**config.mk**
```make
export PLATFORM = sky130hd
export DESIGN_NAME = hpack_integer_literal_decoder_core
export DESIGN_NICKNAME = d
export VERILOG_FILES = /design/src/sv/hild_pkg.sv /design/src/sv/hpack_integer_literal_decoder_core.sv
export VERILOG_INCLUDE_DIRS = /design/src /design/src/sv
export SDC_FILE = /design/constraint.sdc
export NUM_CORES = 1
export LEC_CHECK = 0
export BUFFER_PORTS_ARGS = -buffer_cell sky130_fd_sc_hd__clkbuf_2
export CELL_PAD_IN_SITES_DETAIL_PLACEMENT = 0
export CELL_PAD_IN_SITES_GLOBAL_PLACEMENT = 1
export CORE_MARGIN = 2
export CORE_UTILIZATION = 48
export DETAILED_ROUTE_END_ITERATION = 16
export HOLD_SLACK_MARGIN = 0.06
export PLACE_DENSITY = 0.87
export SYNTH_ARGS = -nofsm -noshare
export SYNTH_HDL_FRONTEND = slang
export SYNTH_SLANG_ARGS = --single-unit
```
**constraint.sdc**
```tcl
create_clock -name aclk -period 19.55 [get_ports aclk]
set_input_delay 1.955 -clock aclk [delete_from_list [all_inputs] [get_ports aclk]]
set_output_delay 1.955 -clock aclk [all_outputs]
set_load 0.1 [all_outputs]
```
**src/sv/assert_macros.svh**
```systemverilog
// Assertion macros shared by the RTL files of this block.
`ifndef ASSERT_MACROS_SVH
`define ASSERT_MACROS_SVH

`ifndef SYNTH

`define ASSERT_IMPLY(label, clk, rstn, ante, cons) \
    label: assert property (@(posedge clk) disable iff (!rstn) (ante) |-> (cons)) \
        else $error("implication check failed: %m");

`define ASSERT_NEVER(label, clk, rstn, cond) \
    label: assert property (@(posedge clk) disable iff (!rstn) !(cond)) \
        else $error("forbidden condition seen: %m");

`else

`define ASSERT_IMPLY(label, clk, rstn, ante, cons)

`define ASSERT_NEVER(label, clk, rstn, cond)

`endif

`endif

```
**src/sv/hild_pkg.sv**
```systemverilog
// Types and constants of the HPACK integer and literal decoder.
package hild_pkg;

    typedef enum logic [1:0] {
        PH_IDLE,
        PH_CONT,
        PH_PAYLOAD
    } phase_t;

    localparam logic [1:0] ST_NONE      = 2'd0;
    localparam logic [1:0] ST_UNDERFLOW = 2'd1;
    localparam logic [1:0] ST_TOO_LARGE = 2'd2;
    localparam logic [1:0] ST_OVERFLOW  = 2'd3;

    localparam logic [1:0] KIND_INT     = 2'd0;
    localparam logic [1:0] KIND_LEN     = 2'd1;
    localparam logic [1:0] KIND_PAYLOAD = 2'd2;

    localparam logic [5:0]  GROUP_BITS      = 6'd7;
    localparam logic [5:0]  WORD_BITS       = 6'd32;
    localparam logic [3:0]  LIT_PREFIX_BITS = 4'd7;
    localparam logic [31:0] MAX_LIT_RESET   = 32'd65536;

endpackage

```
**src/sv/hpack_integer_literal_decoder_core.sv**
```systemverilog
// Byte-serial HPACK prefix integer and string literal decoder, top level.
// A result is registered and appears on the master side in the cycle after the byte's transfer.
// Throughput: one byte per cycle while no result is held or m_tready is high; the single result
// register drains while the next byte enters. Continuation bytes with bit 7 set yield only errors.
// Reset (aresetn low, synchronous) returns to idle, drops any held result, and
// restores max_literal_size to 65536.
`include "assert_macros.svh"

module hpack_integer_literal_decoder_core
    import hild_pkg::*;
(
    input  logic        aclk,
    input  logic        aresetn,
    // Input byte channel.
    input  logic        s_tvalid,
    output logic        s_tready,
    input  logic [47:0] s_tdata,   // prefix_bits[3:0], data_byte[11:4], bytes_left[43:12], zeros
    input  logic [0:0]  s_tuser,   // cmd[0]
    // Result channel.
    output logic        m_tvalid,
    input  logic        m_tready,
    output logic [39:0] m_tdata,   // status[1:0], value[33:2], zeros
    output logic [2:0]  m_tuser,   // kind[1:0], huffman[2]
    output logic        m_tlast,
    // Configuration write channel for max_literal_size.
    input  logic        cfg_valid,
    output logic        cfg_ready,
    input  logic [31:0] cfg_data
);

    // Input fields unpacked from the stream word.
    logic        in_cmd;
    logic [3:0]  in_prefix_bits;
    logic [7:0]  in_byte;
    logic [31:0] in_left;

    assign in_cmd         = s_tuser[0];
    assign in_prefix_bits = s_tdata[3:0];
    assign in_byte        = s_tdata[11:4];
    assign in_left        = s_tdata[43:12];

    // Decoder state.
    phase_t      phase_reg, phase_next;
    logic        lit_reg, lit_next;
    logic [31:0] acc_reg, acc_next;
    logic [5:0]  shift_reg, shift_next;
    logic        huff_reg, huff_next;
    logic [31:0] pay_left_reg, pay_left_next;
    logic [31:0] max_lit_reg;

    // Result register.
    logic        res_valid_reg, res_valid_next;
    logic [1:0]  res_status_reg;
    logic [1:0]  res_kind_reg;
    logic [31:0] res_value_reg;
    logic        res_huff_reg;
    logic        res_last_reg;

    // The block takes a byte whenever the result register is empty or is being
    // drained in the same cycle, so a stalled consumer throttles the input
    // without losing a cycle once it resumes.
    logic s_xfer;
    assign s_tready = !res_valid_reg || m_tready;
    assign s_xfer   = s_tvalid && s_tready;

    // The configuration register may be written at any time.
    assign cfg_ready = 1'b1;

    // Combinational decode of one byte against the current state.
    logic        emit_c;
    logic [1:0]  emit_status_c;
    logic [1:0]  emit_kind_c;
    logic [31:0] emit_value_c;
    logic        emit_huff_c;
    logic        emit_last_c;
    logic        fin_c;
    logic [31:0] fin_val_c;
    logic        err_c;
    logic [1:0]  err_code_c;
    logic        lit_c;
    logic        huff_c;
    logic [3:0]  nb_c;
    logic [7:0]  mask_c;
    logic [7:0]  v_c;
    logic [35:0] add_c;
    logic [35:0] sum_c;
    logic [31:0] pay_dec_c;

    always_comb begin
        phase_next    = phase_reg;
        lit_next      = lit_reg;
        acc_next      = acc_reg;
        shift_next    = shift_reg;
        huff_next     = huff_reg;
        pay_left_next = pay_left_reg;

        emit_c        = 1'b0;
        emit_status_c = ST_NONE;
        emit_kind_c   = KIND_INT;
        emit_value_c  = '0;
        emit_huff_c   = 1'b0;
        emit_last_c   = 1'b0;
        fin_c         = 1'b0;
        fin_val_c     = '0;
        err_c         = 1'b0;
        err_code_c    = ST_NONE;
        lit_c         = lit_reg;
        huff_c        = huff_reg;

        // A literal's length prefix is 7 bits; an integer's prefix width is
        // clamped into one to eight bits.
        if (in_cmd) begin
            nb_c = LIT_PREFIX_BITS;
        end else if (in_prefix_bits == 4'd0) begin
            nb_c = 4'd1;
        end else if (in_prefix_bits > 4'd8) begin
            nb_c = 4'd8;
        end else begin
            nb_c = in_prefix_bits;
        end
        mask_c = 8'hFF >> (4'd8 - nb_c);
        v_c    = in_byte & mask_c;

        // Exact continuation sum: the addend reaches at most 35 bits.
        add_c     = 36'(in_byte[6:0]) << shift_reg;
        sum_c     = {4'd0, acc_reg} + add_c;
        pay_dec_c = pay_left_reg - 32'd1;

        if (s_xfer) begin
            unique case (phase_reg)
                PH_PAYLOAD: begin
                    pay_left_next = pay_dec_c;
                    if (pay_dec_c == 32'd0) begin
                        phase_next = PH_IDLE;
                    end
                    emit_c       = 1'b1;
                    emit_kind_c  = KIND_PAYLOAD;
                    emit_value_c = {24'd0, in_byte};
                    emit_huff_c  = huff_reg;
                    emit_last_c  = (pay_dec_c == 32'd0);
                end
                PH_CONT: begin
                    if (shift_reg > WORD_BITS) begin
                        err_c      = 1'b1;
                        err_code_c = ST_OVERFLOW;
                    end else if (sum_c[35:32] != 4'd0) begin
                        err_c      = 1'b1;
                        err_code_c = ST_OVERFLOW;
                    end else begin
                        acc_next   = sum_c[31:0];
                        shift_next = shift_reg + GROUP_BITS;
                        if (in_byte[7]) begin
                            if (in_left == 32'd0) begin
                                err_c      = 1'b1;
                                err_code_c = ST_UNDERFLOW;
                            end
                        end else begin
                            fin_c     = 1'b1;
                            fin_val_c = sum_c[31:0];
                        end
                    end
                end
                default: begin
                    // First byte of a field.
                    lit_c     = in_cmd;
                    huff_c    = in_cmd & in_byte[7];
                    lit_next  = lit_c;
                    huff_next = huff_c;
                    if (v_c != mask_c) begin
                        fin_c     = 1'b1;
                        fin_val_c = {24'd0, v_c};
                    end else begin
                        acc_next   = {24'd0, v_c};
                        shift_next = '0;
                        phase_next = PH_CONT;
                        if (in_left == 32'd0) begin
                            err_c      = 1'b1;
                            err_code_c = ST_UNDERFLOW;
                        end
                    end
                end
            endcase

            // A complete integer: report it, or check a literal length.
            if (fin_c) begin
                phase_next = PH_IDLE;
                if (!lit_c) begin
                    emit_c       = 1'b1;
                    emit_value_c = fin_val_c;
                    emit_last_c  = 1'b1;
                end else if (fin_val_c > in_left) begin
                    err_c      = 1'b1;
                    err_code_c = ST_UNDERFLOW;
                end else if (fin_val_c > max_lit_reg) begin
                    err_c      = 1'b1;
                    err_code_c = ST_TOO_LARGE;
                end else begin
                    if (fin_val_c != 32'd0) begin
                        phase_next    = PH_PAYLOAD;
                        pay_left_next = fin_val_c;
                    end
                    emit_c       = 1'b1;
                    emit_kind_c  = KIND_LEN;
                    emit_value_c = fin_val_c;
                    emit_huff_c  = huff_c;
                    emit_last_c  = (fin_val_c == 32'd0);
                end
            end

            // Every error closes the field and returns to idle.
            if (err_c) begin
                phase_next    = PH_IDLE;
                emit_c        = 1'b1;
                emit_status_c = err_code_c;
                emit_kind_c   = lit_c ? KIND_LEN : KIND_INT;
                emit_value_c  = '0;
                emit_huff_c   = lit_c & huff_c;
                emit_last_c   = 1'b1;
            end
        end

        if (s_xfer) begin
            res_valid_next = emit_c;
        end else if (m_tready) begin
            res_valid_next = 1'b0;
        end else begin
            res_valid_next = res_valid_reg;
        end
    end

    always_ff @(posedge aclk) begin
        if (!aresetn) begin
            phase_reg     <= PH_IDLE;
            lit_reg       <= 1'b0;
            acc_reg       <= '0;
            shift_reg     <= '0;
            huff_reg      <= 1'b0;
            pay_left_reg  <= '0;
            max_lit_reg   <= MAX_LIT_RESET;
            res_valid_reg <= 1'b0;
        end else begin
            phase_reg     <= phase_next;
            lit_reg       <= lit_next;
            acc_reg       <= acc_next;
            shift_reg     <= shift_next;
            huff_reg      <= huff_next;
            pay_left_reg  <= pay_left_next;
            res_valid_reg <= res_valid_next;
            if (cfg_valid && cfg_ready) begin
                max_lit_reg <= cfg_data;
            end
        end
    end

    // Result payload needs no reset; it loads only with a new result.
    always_ff @(posedge aclk) begin
        if (s_xfer && emit_c) begin
            res_status_reg <= emit_status_c;
            res_kind_reg   <= emit_kind_c;
            res_value_reg  <= emit_value_c;
            res_huff_reg   <= emit_huff_c;
            res_last_reg   <= emit_last_c;
        end
    end

    assign m_tvalid = res_valid_reg;
    assign m_tdata  = {6'd0, res_value_reg, res_status_reg};
    assign m_tuser  = {res_huff_reg, res_kind_reg};
    assign m_tlast  = res_last_reg;

    // While payload bytes are expected, at least one is still owed.
    `ASSERT_IMPLY(a_payload_owed, aclk, aresetn, phase_reg == PH_PAYLOAD, pay_left_reg != 32'd0)

    // The continuation shift only ever steps through multiples of seven.
    `ASSERT_IMPLY(a_shift_steps, aclk, aresetn, phase_reg == PH_CONT,
        shift_reg == 6'd0 || shift_reg == 6'd7 || shift_reg == 6'd14 ||
        shift_reg == 6'd21 || shift_reg == 6'd28 || shift_reg == 6'd35)

    // An error always ends the field and carries a zero value.
    `ASSERT_IMPLY(a_error_closes, aclk, aresetn, m_tvalid && res_status_reg != ST_NONE,
        m_tlast && res_value_reg == 32'd0)

    // Payload byte results never carry a value wider than a byte.
    `ASSERT_IMPLY(a_payload_byte, aclk, aresetn, m_tvalid && res_kind_reg == KIND_PAYLOAD,
        res_value_reg[31:8] == 24'd0 && res_status_reg == ST_NONE)

    // The kind code 3 is never produced.
    `ASSERT_NEVER(a_kind_code, aclk, aresetn, m_tvalid && res_kind_reg == 2'd3)

endmodule

```
=== After elaboration in Yosys (flattened, before gate mapping) ===
Index checks and enable logic that the tools add are counted.

* Register bits: 145
* Input bits: 86
* Output and inout port bits: 47

* Add/sub/neg operators: 4
* $lt $le $gt $ge: 4
* Eq/ne operators: 9
* Shift operators: 2
* Multiplexer cells: 96
* Bitwise operators: 5
* Reductions and logical operators: 16

{| class="wikitable"
|+ Operators with widths
! kind !! number
|-
| 2-to-1 mux 32 bit || 17
|-
| case mux 32 bit (2 select lines) || 2
|-
| zero test 32 bit || 3
|-
| greater-than comparator 32 bit || 2
|-
| 2-to-1 mux 1 bit || 44
|-
| 2-to-1 mux 2 bit || 20
|-
| adder 32 x 36 -> 36 bit || 1
|-
| left shift 7 x 6 -> 36 bit || 1
|-
| nonzero test 32 bit || 1
|-
| subtractor 32 x 1 -> 32 bit (second input constant) || 1
|-
| 2-to-1 mux 6 bit || 3
|-
| 2-to-1 mux 8 bit || 2
|-
| 2-to-1 mux 4 bit || 3
|-
| case mux 6 bit (2 select lines) || 1
|-
| AND 8 bit || 1
|-
| != test 8 bit || 1
|-
| case mux 2 bit (2 select lines) || 2
|-
| >> shifter 8 x 4 -> 8 bit (first input constant) || 1
|-
| adder 6 x 3 -> 6 bit (second input constant) || 1
|-
| greater-than comparator 6 bit (second input constant) || 1
|-
| AND reduction 5 bit || 1
|-
| greater-than comparator 4 bit (second input constant) || 1
|-
| zero test 4 bit || 1
|-
| != test 2 bit (second input constant) || 2
|-
| other kinds (18) || 23
|}

=== Logic depth before layout (Yosys ltp) ===
Gate-level depths: netlist (run 1).

* Depth after elaboration: 20
* Gate-level depth with buffers: 36

=== Least setup slack after synthesis (run 1) ===
No wires, ideal clock.

* Path kind: input to register
* Start point: in s_tdata[4]
* End point: reg pay_left_reg[3]
* Library setup time: 0.117 ns
* Arrival: 8.081 ns
* Data required time: 19.433 ns
* Path slack: 11.352 ns
* Stages: 31
* Buffers on the path: 4
* Cells stage by stage: clkbuf_1 mux2_2 a21oi_1 nor2_1 a21oi_1 nor2_1 ha_1 nand2_1 a2111oi_2 o221ai_1 nand2_2 o21ai_1 and3_1 nor4_4 buf_2 nand2_1 clkbuf_1 nor2_1 ha_1 a21o_1 a21o_1 a21oi_1 o211ai_1 a221o_1 a21oi_1 nand2_1 a211o_1 nor2_4 buf_6 mux2_1 a32o_1

* Longest elaborated chain between the ends: 13
* Elaborated cells on any way between the ends: 24
* Classes of those cells: add/sub (1); order compare (2); eq/ne (1); shift (1); mux (16); bitwise (1); reduce/logical (2)

{| class="wikitable"
|+ RTL lines
! item !! line !! source
|-
| start, declared || hpack_integer_literal_decoder_core.sv:17 || <nowiki>input logic [47:0] s_tdata,</nowiki>
|-
| parallel branches: the longest is 12 deep, another holds adder 32 x 36 -> 36 bit || n/a ||
|-
| 2-to-1 mux 32 bit * || hpack_integer_literal_decoder_core.sv:185 || <nowiki>if (fin_c) begin</nowiki>
|-
| end signal, assigned || hpack_integer_literal_decoder_core.sv:247 || <nowiki>pay_left_reg <= pay_left_next;</nowiki>
|-
| end, declared || hpack_integer_literal_decoder_core.sv:48 || <nowiki>logic [31:0] pay_left_reg, pay_left_next;</nowiki>
|}

Every way passes the cells marked *. The select of a mux whose other input is x is not followed.
A chain may end at the register's enable or synchronous reset.

=== Worst setup path after layout (run 1) ===
* Start point: in s_tdata[4]
* End point: reg pay_left_reg[31]

Same word-level chain as after synthesis.

==> flow_results.org, run 1 <==
** Status
- Run status :: completed

** Timing
- Timing would allow up to between 80 and 90 MHz.
- Across all setup checks in the final design, the least slack found is around 8 ns.
- The hold violation total from the final report is 0.
- Final critical-path share of the clock period :: 0.5917
- Setup violations remaining at the end of the flow were counted as 0.
- The routed design could run at a clock period as short as about 12 ns.
- Final-layout setup total negative slack :: 0 ns
- RSZ-0062 raised after global routing :: no
- For the pin with the worst max-slew slack, the measured transition is about 1.1 ns.
- Final number of max-transition violations :: 0
- The worst pin sits at a relative slew slack of 0.2726.
- Setup clock skew after layout :: about 0.017 ns

** Placement
- Worst Setup Slack post-DPL :: a little under 8 ns
- Routability-driven placement finished with a final weighted congestion of approximately 0.92.
- Once detailed placement completed, the half-perimeter wirelength came to 29,930 microns.
- Count of input and output buffers :: 121

** Power
- Maximum resistive drop on vdd :: about 0.047 mV
- Of the total power, the share spent switching nets is 0.3782.
- For this design the static power due to leakage is a little under 6 nW.
- Part of the power in registers :: 0.361
- Of the total power, combinational logic draws 0.280.
- For this design the ratio of total power to cell area is roughly 70 mW/mm^2.
- The share of total power dissipated in the clock network is 0.359.
- Summed over all nets, the switching power comes to around 360 uW.
- The internal power of the cells totals 587.7 uW.

** Die
- The initialized floorplan defines 58 standard-cell rows.
- In this run the horizontal extent of the chip is 163.7 microns.
- Vertical die dimension :: roughly 160 microns
- Pin placement for this block handled around 130 I/O pins.
- Die ar. :: roughly 0.027 sq mm
- Std-Cell Core Area :: 0.02511 sq mm
- For this configuration, the core starts out at a cell density of 0.4875.

** Critical path
- The critical path is of the input pin to flip-flop type.
- For this run, the slowest stage of the critical path takes around 0.9 ns.
- Following the worst setup path forward leads to its endpoint at pay_left_reg[31].
- The worst register-to-register path begins at shift_reg[1].
- CP max stage cell :: sky130_fd_sc_hd__o22ai_1
- The cell family contributing the most delay on the critical path is compound AO/OA/AOI/OAI gates.
- Worst path most repeated cell :: sky130_fd_sc_hd__a21oi_1
- Buffers plus inverters on the worst setup path :: 2
- Crit path required time :: ~20 ns
- The most critical setup path has its startpoint at s_tdata[4].
- The worst setup path is captured at a flip-flop.
- The endpoint identified for the worst register-to-register timing path is pay_left_reg[31].
- Across all register-to-register paths, the minimum setup slack is about 8.9 ns.
- Count of cells along the worst register-to-register path :: 28
- STA classifies the critical path startpoint as an input pin.
- Worst-path fanout max :: 40
- Cell count along the critical path :: 29
- Data arrives at the worst endpoint at ~12 ns.

** Cells and area
- Number of fillers in the final layout :: between 2,000 and 2,500
- The area growth from synthesis to layout is 10.56%.
- Area of the multi-input gates :: 0.008094 sq mm
- The net count of the finished layout is ~1,900.
- 0 antenna diodes ended up in the layout.
- Register Area :: between 0.003 and 0.004 sq mm
- Layout cells sized above 1 :: 0.1273

** Clock network
- Hold buffer count at CTS :: 0
- Postcts setup bufs :: 0
- Counting the buffers created by CTS gives 17.
- In this run the deepest clock path goes through 2 buffers.
- The cell sitting at the root of the clock tree is a sky130_fd_sc_hd__clkbuf_16.
- CTS built an H-tree with a depth of 4.
- The tree built by TritonCTS fans out to around 150 sinks.
- Number of instances resized during post-cts repair :: 0
- Clock slew seen by the registers of the worst setup and hold paths :: approximately 0.07 ns
- The clock reaches the later pin of the worst-skew pair after around 0.44 ns.
- TritonCTS built the clock tree.

** Synth
- In the synthesized netlist, the cells that appear most often are sky130_fd_sc_hd__nor2_1, sky130_fd_sc_hd__nand2_1, sky130_fd_sc_hd__a21oi_1.
- After synthesis the cells add up to ~0.012 sq mm.
- Averaged over all synthesized cells, the footprint is 7.641 sq um.
- The netlist uses between 80 and 90 different library cells.
- Most area-hungry cell type in the Yosys netlist :: sky130_fd_sc_hd__dfxtp_1
- Proportion of register bits with asynchronous set or reset after synthesis :: 0
- In the synthesized netlist, the number of instances is about 1,600.
- Synth Flop Type :: sky130_fd_sc_hd__dfxtp_1
- For this run, the number of Yosys warnings is 0.
- Counting flops with a built-in enable in the synthesized netlist gives 38.
- The share of synthesized area in the top cell type comes to 0.1750.
- Sequential area share after synthesis :: 0.2682
- Yosys attributes the largest share of cell area to sky130_fd_sc_hd__dfxtp_1, sky130_fd_sc_hd__ha_1, sky130_fd_sc_hd__edfxtp_1, sky130_fd_sc_hd__nor2_1, sky130_fd_sc_hd__a21oi_1.
- Yosys instantiated no cell more often than sky130_fd_sc_hd__nor2_1.
- Flops & latches, synth :: approximately 150

** GRT
- Overall fraction of global-route tracks in use :: 0.2938
- Antenna violations before repair :: 0
- Via count of the first global-routing pass :: roughly 11,000
- First-pass GRT wire length :: 61,470 microns
- Residual overflow from global routing :: 0
- Largest net degree at the start of global routing :: 60

** Route
- First-pass detailed-route iteration total :: 6
- Violation count after the first detailed-route iteration :: 1,090
- Detailed-route wire length :: 39,480 microns
- In the routed layout, each cell is associated on average with a via count of approximately 6.1.
- After detailed routing, the number of remaining DRC violations is 0.
- The detailed router placed around 12,000 vias in this run.
- In this run the remaining antenna-violating nets after routing total 0.
- In the final routed layout, each cell accounts on average for a little under 20 microns.

** Run
- Across the run, the number of max-cap violations was 0.

** Min path
- Class of the most critical hold timing path :: flip-flop to flip-flop
## per-stage QoR
stage	util	instance area, sq um	total power, mW	hold WS (ns)	instances
detailed placement	0.5156	12950	0.6101	0.4527	1979
global placement	0.5156	12950	0.6064	0.4493	1979
global route	0.5390	13530	0.9827	0.5026	2011
floorplan	-	12260	0.5533	0.4406	1607
finish	0.5390	13530	0.9453	0.4634	2011
CTS	0.5390	13530	0.9469	0.4632	2011
## per-layer routing
layer	vias up	share of wire	global-route usage	routed length, microns
met5	-	0	0	0
met4	0	0.030	0.1053	1196
met3	81	0.067	0.04722	2653
met2	477	0.47	0.4868	18700
met1	5718	0.43	0.3869	16930
li1	5905	-	-	-
## area by class of cell
type / count / share of cell area
Clock buffer: 20 / 0.03541
Clock inverter: 12 / 0.007859
Inverter: 119 / 0.03301
Multi-Input combinational cell: 1250 / 0.5981
Sequential cell: 145 / 0.2426
Tap cell: 330 / 0.03051
Timing Repair Buffer: 135 / 0.05251
## power by group through the flow
stage	registers, mW	clock network [mW]	logic (mW)
after global placement	0.347	0	0.259
after detailed placement	0.348	0	0.262
after floorplan	0.397	0	0.156
after global routing	0.343	0.352	0.287
final	0.341	0.339	0.265
after CTS	0.341	0.342	0.263
## logic make-up after synthesis
logic type               count (synthesis)  share of synthesized area
adder cells (fa/ha/maj)                105                     0.1079
AND/OR/NAND/NOR                        649                     0.2571
flip-flops                             145                     0.2682
AO/OA/AOI/OAI                          387                     0.2068
multiplexers                            73                    0.06634
buffers and inverters                  212                    0.07227
other                                    2                  0.0006135
XOR/XNOR                                29                    0.02075
## worst min-delay path by stage
stage / from / end / cells past startpoint
floorplan: acc_reg[10] / acc_reg[10] / 2
detailed placement: acc_reg[28] / acc_reg[28] / 2
global route: acc_reg[28] / acc_reg[28] / 2
global placement: acc_reg[22] / acc_reg[22] / 2
finish: acc_reg[28] / acc_reg[28] / 2
CTS: acc_reg[28] / acc_reg[28] / 2
## cell usage in the layout (no fill, tap or decap), types with 13 or more instances in the layout
| cell | instances |
|---|---|
| sky130_fd_sc_hd__a31oi_1 | 21 |
| sky130_fd_sc_hd__clkbuf_16 | 19 |
| sky130_fd_sc_hd__buf_4 | 14 |
| sky130_fd_sc_hd__a21oi_1 | 130 |
| sky130_fd_sc_hd__dfxtp_1 | 107 |
| sky130_fd_sc_hd__o22ai_1 | 22 |
| sky130_fd_sc_hd__and2_1 | 20 |
| sky130_fd_sc_hd__clkbuf_2 | 121 |
| sky130_fd_sc_hd__o21a_1 | 13 |
| sky130_fd_sc_hd__or3_1 | 19 |
| sky130_fd_sc_hd__ha_1 | 103 |
| sky130_fd_sc_hd__nand4_1 | 40 |
| sky130_fd_sc_hd__nor3_1 | 57 |
| sky130_fd_sc_hd__o211ai_1 | 14 |
| sky130_fd_sc_hd__nand3_1 | 42 |
| sky130_fd_sc_hd__nor4_1 | 17 |
| sky130_fd_sc_hd__edfxtp_1 | 38 |
| sky130_fd_sc_hd__a211oi_1 | 19 |
| sky130_fd_sc_hd__nor2_1 | 219 |
| sky130_fd_sc_hd__xnor2_1 | 21 |
| sky130_fd_sc_hd__inv_1 | 115 |
| sky130_fd_sc_hd__o21ai_0 | 56 |
| sky130_fd_sc_hd__nand2b_1 | 28 |
| sky130_fd_sc_hd__and3_1 | 17 |
| sky130_fd_sc_hd__nand2_1 | 135 |
| sky130_fd_sc_hd__mux2i_1 | 53 |
| sky130_fd_sc_hd__a21o_1 | 31 |
## tightest hold or removal path, delay by kind of cell (launching register included)
family	cells	cell delay (ns)
AND/OR/NAND/NOR	1	0.05
AO/OA/AOI/OAI	1	0.05
flip-flops	1	0.32
No activity file was read; power rests on OpenSTA's default activity.
==> inputs of run 2 (changes only) <==
--- a/config.mk
+++ b/config.mk
@@ -10,10 +10,10 @@
 export CELL_PAD_IN_SITES_DETAIL_PLACEMENT = 0
 export CELL_PAD_IN_SITES_GLOBAL_PLACEMENT = 1
 export CORE_MARGIN = 2
-export CORE_UTILIZATION = 48
+export CORE_UTILIZATION = 45
 export DETAILED_ROUTE_END_ITERATION = 16
 export HOLD_SLACK_MARGIN = 0.06
-export PLACE_DENSITY = 0.87
+export PLACE_DENSITY = 0.82
 export SYNTH_ARGS = -nofsm -noshare
 export SYNTH_HDL_FRONTEND = slang
 export SYNTH_SLANG_ARGS = --single-unit
==> constraint.sdc (replaced) <==
create_clock -name aclk -period 10.68 [get_ports aclk]
set_input_delay 1.068 -clock aclk [delete_from_list [all_inputs] [get_ports aclk]]
set_output_delay 1.068 -clock aclk [all_outputs]
set_load 0.1 [all_outputs]
==> run 2 against run 1 <==
Sequential share of layout area fell by 0.14 points. Clock skew is 0.0017 ns higher. Utilization down 3.1 points. Largest cell class unchanged. Critical path type is now flip-flop to flip-flop. Die area rose by 6.5%. Global-route usage fell by 0.85 points. Total power increased by 87%. Critical path depth unchanged.
==> flow_results.org, run 2 (same netlist as run 1, synthesis figures left out) <==
** Status
- Run status :: completed

** GRT
- The first global-routing pass estimated 63,580 microns of wire.
- The via count of the first global-routing pass came to approximately 12,000.
- Antenna violations before repair :: 0
- The total overflow left after global routing is 0.
- In the global route stage, overall resource usage came out at 0.2852.
- Entering global routing, the biggest net connects just under 90 pins.

** Placement
- DP Wirelength :: between 30,000 and 40,000 microns
- Timing analysis after detailed placement gives a worst setup slack of ~0.93 ns.
- The count of buffers added on input and output ports is approximately 120.
- Global placement routability congestion :: about 0.94

** Route
- After detailed routing, the number of vias per cell comes to about 6.1.
- After detailed routing, the average wire length per cell comes to 20.15 microns.
- In this run the top signal layer used is met4.
- In the final routing, the length of wire on met1 measures 17,550 microns.
- Wire length on met3 :: 2512 microns
- First-pass detailed-route iteration total :: 6
- Detailed-route wire length :: about 40,000 microns
- Vias after detailed routing :: approximately 12,000
- Post-DRT Antenna Nets :: 0
- For this run, design rule violations remaining after detail routing come to 0.
- Violation count after the first detailed-route iteration :: about 1,200
- Met2 layer wire length in the routed design :: around 19,000 microns

** Run
- Maxcap violations :: 0

** Clock network
- TritonCTS built the clock tree.
- The tree is rooted in a sky130_fd_sc_hd__clkbuf_16.
- Clock buffer depth :: 2
- Postcts setup bufs :: 0
- The clock drives ~150 sinks.
- Post-CTS repair changed the size of 0 cells.
- Number of clock buffers inserted by TritonCTS :: 17
- Clock-pin slew was measured on the worst setup and hold paths at 0.08 ns.
- CTS built an H-tree with a depth of 4.
- In this run, post-CTS hold repair placed 0 buffers.
- Insertion delay of the later-clocked pin in the worst-skew pair :: between 0.4 and 0.5 ns

** Critical path
- Along the worst path, the maximum fanout reaches between 40 and 50.
- At the worst endpoint, the required time is between 10 and 15 ns.
- Count of cells along the worst register-to-register path :: 29
- In this design, the stage delay of the slowest critical-path cell is a little under 0.8 ns.
- Type of element capturing the critical path :: flip-flop
- Among all stages on the critical path, the largest delay is contributed by sky130_fd_sc_hd__dfxtp_1.
- Counting stages on the worst path, the most repeated cell is sky130_fd_sc_hd__a21oi_1.
- The critical path is of the flip-flop to flip-flop type.
- STA puts the critical path data arrival time at 9.81 ns.
- Critical Path Start Type :: flip-flop

** Timing
- Final critical-path share of the clock period :: 0.8870
- Tightest slew margin relative to the limit :: 0.2095
- For the pin with the worst max-slew slack, the measured transition is 1.171 ns.
- Final setup violating endpoints :: 0
- The count of final max-slew check failures is 0.
- Final hold violation count :: 0
- Setup WS post-layout :: 1.207 ns
- Setup repair after global routing left no endpoint under its margin.
- Final-layout setup total negative slack :: 0 ns
- Setup clock skew after layout :: ~0.018 ns
- Derived from the worst setup path, the maximum achievable clock frequency is around 110 MHz.
- Final critical-path required period :: roughly 9.5 ns

** Die
- During I/O placement, the number of pins put on the boundary was 133.
- The die covers 0.02854 sq mm.
- The initial utilization of the core area, before any placement, comes to 0.4567.
- Vertical die dimension :: 168.9 microns
- After floorplanning, the core was divided into 60 placement rows.
- Std-Cell Core Area :: between 0.02 and 0.03 sq mm
- The die is ~170 microns wide.

** Cells and area
- From synthesis to final layout, the design area changed by 11.22%.
- In the layout the commonest cells are sky130_fd_sc_hd__nor2_1, sky130_fd_sc_hd__nand2_1, sky130_fd_sc_hd__a21oi_1.
- The number of antenna diodes in the final layout is 0.
- Of the cells placed in the final design, the portion with a size suffix greater than 1 is 0.1300.
- Most common cell after layout, fill and taps aside :: sky130_fd_sc_hd__nor2_1
- Final nets :: about 1,900

** Power
- Maximum resistive drop on vdd :: 0.09511 mV
- Total power density per cell area :: between 100 and 150 mW/mm^2
- Leak Pwr :: between 5 and 6 nW

** Min path
- Class of the most critical hold timing path :: flip-flop to flip-flop
- Number of instances on the worst hold path :: 2
==> run 2: area by class of cell <==
cell class              count  area [sq um]
flip-flops and latches    145          3283
repair buffers            139         753.2
well taps                 341         426.7
fillers                  2645         13190
multi-input cells        1250          8094
inverters                 119         446.7
clock buffers              18         450.4
clock inverters            14         160.2
==> run 2: where the power goes <==
group	switching, mW	internal (mW)	total, mW
Combinational	0.349	0.146	0.495
Sequential	0.0258	0.600	0.625
Clock	0.300	0.348	0.648
==> run 2: through the flow <==
step                hold WS, ns    util  cell area [sq um]  instances  total power [mW]
global route             0.5034  0.5080              13610       2026             1.836
global placement         0.4489  0.4852              13000       1994             1.119
detailed placement       0.4549  0.4852              13000       1994             1.127
CTS                      0.4638  0.5080              13610       2026             1.775
finish                   0.4628  0.5080              13610       2026             1.769
floorplan                0.4406       -              12260       1607             1.013
==> run 2: critical path: cells and delay by family, from the launching register on <==
| family | cells | cell delay [ns] |
|---|---|---|
| AOI/OAI and AO/OA | 16 | 4.32 |
| adders and majority gates | 2 | 0.81 |
| buffers and inverters | 1 | 0.28 |
| DFF | 1 | 0.78 |
| muxes | 2 | 0.78 |
| and+or+nand+nor | 8 | 2.36 |
==> run 2: path summary, 6_finish.rpt <==
check,start,to,slack (ns)
max,shift_reg[1],pay_left_reg[1],1.21
min,acc_reg[10],acc_reg[10],0.46
max reg2reg,shift_reg[1],pay_left_reg[1],1.21
min reg2reg,acc_reg[10],acc_reg[10],0.46
==> run 2: routing by layer <==
metal / global-route usage / up-vias
met1: 0.3763 / 5782
met3: 0.03484 / 97
met4: 0.1188 / 0
li1: - / 5907
met2: 0.4727 / 503
met5: 0 / -
==> inputs of run 3 (changes only) <==
--- a/config.mk
+++ b/config.mk
@@ -9,7 +9,7 @@
 export BUFFER_PORTS_ARGS = -buffer_cell sky130_fd_sc_hd__clkbuf_2
 export CELL_PAD_IN_SITES_DETAIL_PLACEMENT = 0
 export CELL_PAD_IN_SITES_GLOBAL_PLACEMENT = 1
-export CORE_MARGIN = 2
+export CORE_MARGIN = 1.5
 export CORE_UTILIZATION = 45
 export DETAILED_ROUTE_END_ITERATION = 16
 export HOLD_SLACK_MARGIN = 0.06
==> run 3 against run 2 <==
Via count is 0.62% lower. Sequential share of layout area hardly changed. Count of clock-buffer cells in the layout stayed put. Critical path type is now input pin to flip-flop.
==> flow_results.org, run 3 (same netlist as run 1, synthesis figures left out) <==
** Status
- Run status :: completed

** Clock network
- Hold buffer count at CTS :: 0
- After clock tree synthesis, the clock-pin slew on the worst setup and hold paths is roughly 0.070 ns.
- Number of sinks on the clock net :: around 150
- TritonCTS built the clock tree.
- Number of instances resized during post-cts repair :: 0
- Number of clock buffers inserted by TritonCTS :: 17
- Once the clock tree was built, the setup fixing pass inserted 0 buffers.
- Clock buffer depth :: 2
- Insertion delay of the later-clocked pin in the worst-skew pair :: 0.44 ns
- Maximum level of the CTS H-tree :: 4
- Clock tree root buffer cell :: sky130_fd_sc_hd__clkbuf_16

** Critical path
- STA classifies the critical path endpoint as a flip-flop.
- On the worst path, the slowest cell contributes a delay of 0.54 ns.
- Counting buffers and inverters, the worst setup path is 30 cells deep.
- Cell family with the largest share of critical-path delay :: compound AO/OA/AOI/OAI gates
- In this run the worst path has a maximum fanout of 33.
- Counting cells, the worst reg-to-reg path comes to 29.
- Critical Path Start Type :: input pin
- Worst Path Arrival :: 9.21 ns
- CP max stage cell :: sky130_fd_sc_hd__mux4_2
- Counting stages on the worst path, the most repeated cell is sky130_fd_sc_hd__a21oi_1.
- Counting both buffers and inverters, the worst setup path holds a total of 3.
- For the worst setup path, the data required time is approximately 11 ns.
- The worst setup path is of the input pin to flip-flop kind.

** Cells and area
- Antenna Cells :: 0
- Finished Core Util :: 0.5081
- Final nets :: roughly 1,900
- Number of fillers in the final layout :: roughly 2,600
- Count of non-filler cells in the finished layout :: 2,031
- In the layout the commonest cells are sky130_fd_sc_hd__nor2_1, sky130_fd_sc_hd__nand2_1, sky130_fd_sc_hd__a21oi_1.
- Area overhead of the layout relative to synthesis :: 11.24%
- In the final layout, the share of cells above drive strength 1 is 0.1325.
- The library cell used most frequently in the layout, excluding fill and tap cells, is sky130_fd_sc_hd__nor2_1.

** GRT
- Residual overflow from global routing :: 0
- For this run, the total global-route usage over all layers was measured as 0.2890.
- The initial antenna violation count was 0.
- For met3 alone, demand over resource in global routing was 0.03032.
- Largest net degree at the start of global routing :: 57
- For met2 alone, demand over resource in global routing was 0.4944.
- Met1 Use GR :: 0.3847
- The first global-routing pass estimated roughly 64,000 microns of wire.
- Via count of the first global-routing pass :: 11,420
- The layer flagged by global routing as most heavily used is met2.

** Route
- For this run, the detailed router's first-pass iteration total came to 6.
- The final layout contains routed wiring with a total length of about 41,000 microns.
- Post-DRT Antenna Nets :: 0
- Vias after detailed routing :: approximately 12,000
- DR WL/cell :: ~20 microns
- Violation count after the first detailed-route iteration :: ~1,300
- Dividing the detail-routed via count by the number of cells gives 6.013.
- DRC viols :: 0

** Timing
- The hold violation total from the final report was 0.
- Setup WS post-layout :: 1.796 ns
- For the pin with the worst max-slew slack, the measured transition is between 1 and 1.5 ns.
- Headroom to the max-slew limit came out at 0.2911.
- Final-layout setup total negative slack :: 0 ns
- The count of final max-slew check failures came to 0.
- Hold timing on the final database bottoms out at a slack of 0.4648 ns.
- RSZ-0062 raised after global routing :: no
- Setup violations remaining at the end of the flow were counted as 0.
- Final critical-path share of the clock period :: 0.8318
- Final critical-path required period :: roughly 9 ns
- Static timing analysis puts the maximum clock frequency at approximately 110 MHz.
- Clock skew on the completed layout was measured at around 0.015 ns.

** Die
- Measured along the x axis, the die boundary spans between 150 and 200 microns.
- For this configuration, the core starts out at a cell density of 0.4567.
- Std-Cell Core Area :: ~0.027 sq mm
- Die ar. :: between 0.02 and 0.03 sq mm
- The floorplan has 60 rows.
- Top-level port count :: roughly 130
- In this run the vertical extent of the chip is around 170 microns.

** Placement
- Detailed placement ended at an HPWL of a little over 30,000 microns.
- The congestion estimate from routability-driven global placement came to a little under 0.9.
- Number of placed instances with taps included :: between 1,500 and 2,000
- Prior to clock tree synthesis, the placed netlist has a worst setup slack of around 1.6 ns.
- The count of buffers added on input and output ports is approximately 120.

** Power
- For this design the static power due to leakage is 5.873 nW.
- Maximum resistive drop on vdd :: roughly 0.090 mV
- For this design the ratio of total power to cell area is 127.4 mW/mm^2.

** Min path
- Number of instances on the worst hold path :: 2
- The min-delay analysis places its worst path in the category flip-flop to flip-flop.

** Run
- Maxcap violations :: 0
[run 3: cell count changes in the layout (fill, tap and decap cells not counted)]
| cell | change |
|---|---|
| sky130_fd_sc_hd__buf_4 | +5 |
| sky130_fd_sc_hd__bufinv_16 | -1 |
| sky130_fd_sc_hd__clkbuf_16 | -1 |
| sky130_fd_sc_hd__clkbuf_8 | +1 |
| sky130_fd_sc_hd__clkinv_2 | -1 |
| sky130_fd_sc_hd__clkinv_4 | +1 |
| sky130_fd_sc_hd__clkinv_8 | -1 |
| sky130_fd_sc_hd__clkinvlp_4 | +1 |
| sky130_fd_sc_hd__inv_4 | +1 |
| sky130_fd_sc_hd__inv_6 | -2 |
| sky130_fd_sc_hd__inv_8 | +2 |
[run 3: routing by layer]
layer / routed length (microns) / vias to the layer above
li1: - / 5910
met1: 17770 / 5809
met2: 19740 / 438
met3: 2400 / 56
met4: 991 / 0
met5: 0 / -
[run 3: area by class of cell]
cell class | count | area [sq um] | area share
clock buffer | 18 | 439.2 | 0.03225
clock inverter | 14 | 136.4 | 0.01002
inverter | 119 | 446.7 | 0.03280
multi-input combinational | 1250 | 8094 | 0.5944
sequential | 145 | 3283 | 0.2411
tap | 341 | 426.7 | 0.03133
timing repair buffer | 144 | 790.8 | 0.05807
[run 3: where the power goes]
part,internal [mW],total [mW],switching [mW]
Clock,0.317,0.611,0.294
Combinational,0.147,0.498,0.351
Sequential,0.600,0.625,0.0256
Total,1.06,1.73,0.670
[run 3: tightest hold or removal path: stages (launching register included)]
cell,delay (ns)
sky130_fd_sc_hd__dfxtp_1,0.32
sky130_fd_sc_hd__nand2_1,0.05
sky130_fd_sc_hd__a21oi_1,0.05
[run 3: path summary, 6_finish.rpt]
path | startpoint | to | slack [ns]
hold reg to reg | acc_reg[28] | acc_reg[28] | 0.46
hold / removal | acc_reg[28] | acc_reg[28] | 0.46
setup reg to reg | shift_reg[0] | pay_left_reg[1] | 1.88
setup / recovery | s_tdata[6] | pay_left_reg[1] | 1.80
[run 3: through the flow]
stage / power (mW) / area (sq um)
after global routing: 1.802 / 13620
final: 1.734 / 13620
after CTS: 1.736 / 13620
after floorplan: 1.013 / 12260
after detailed placement: 1.128 / 13040
after global placement: 1.122 / 13040
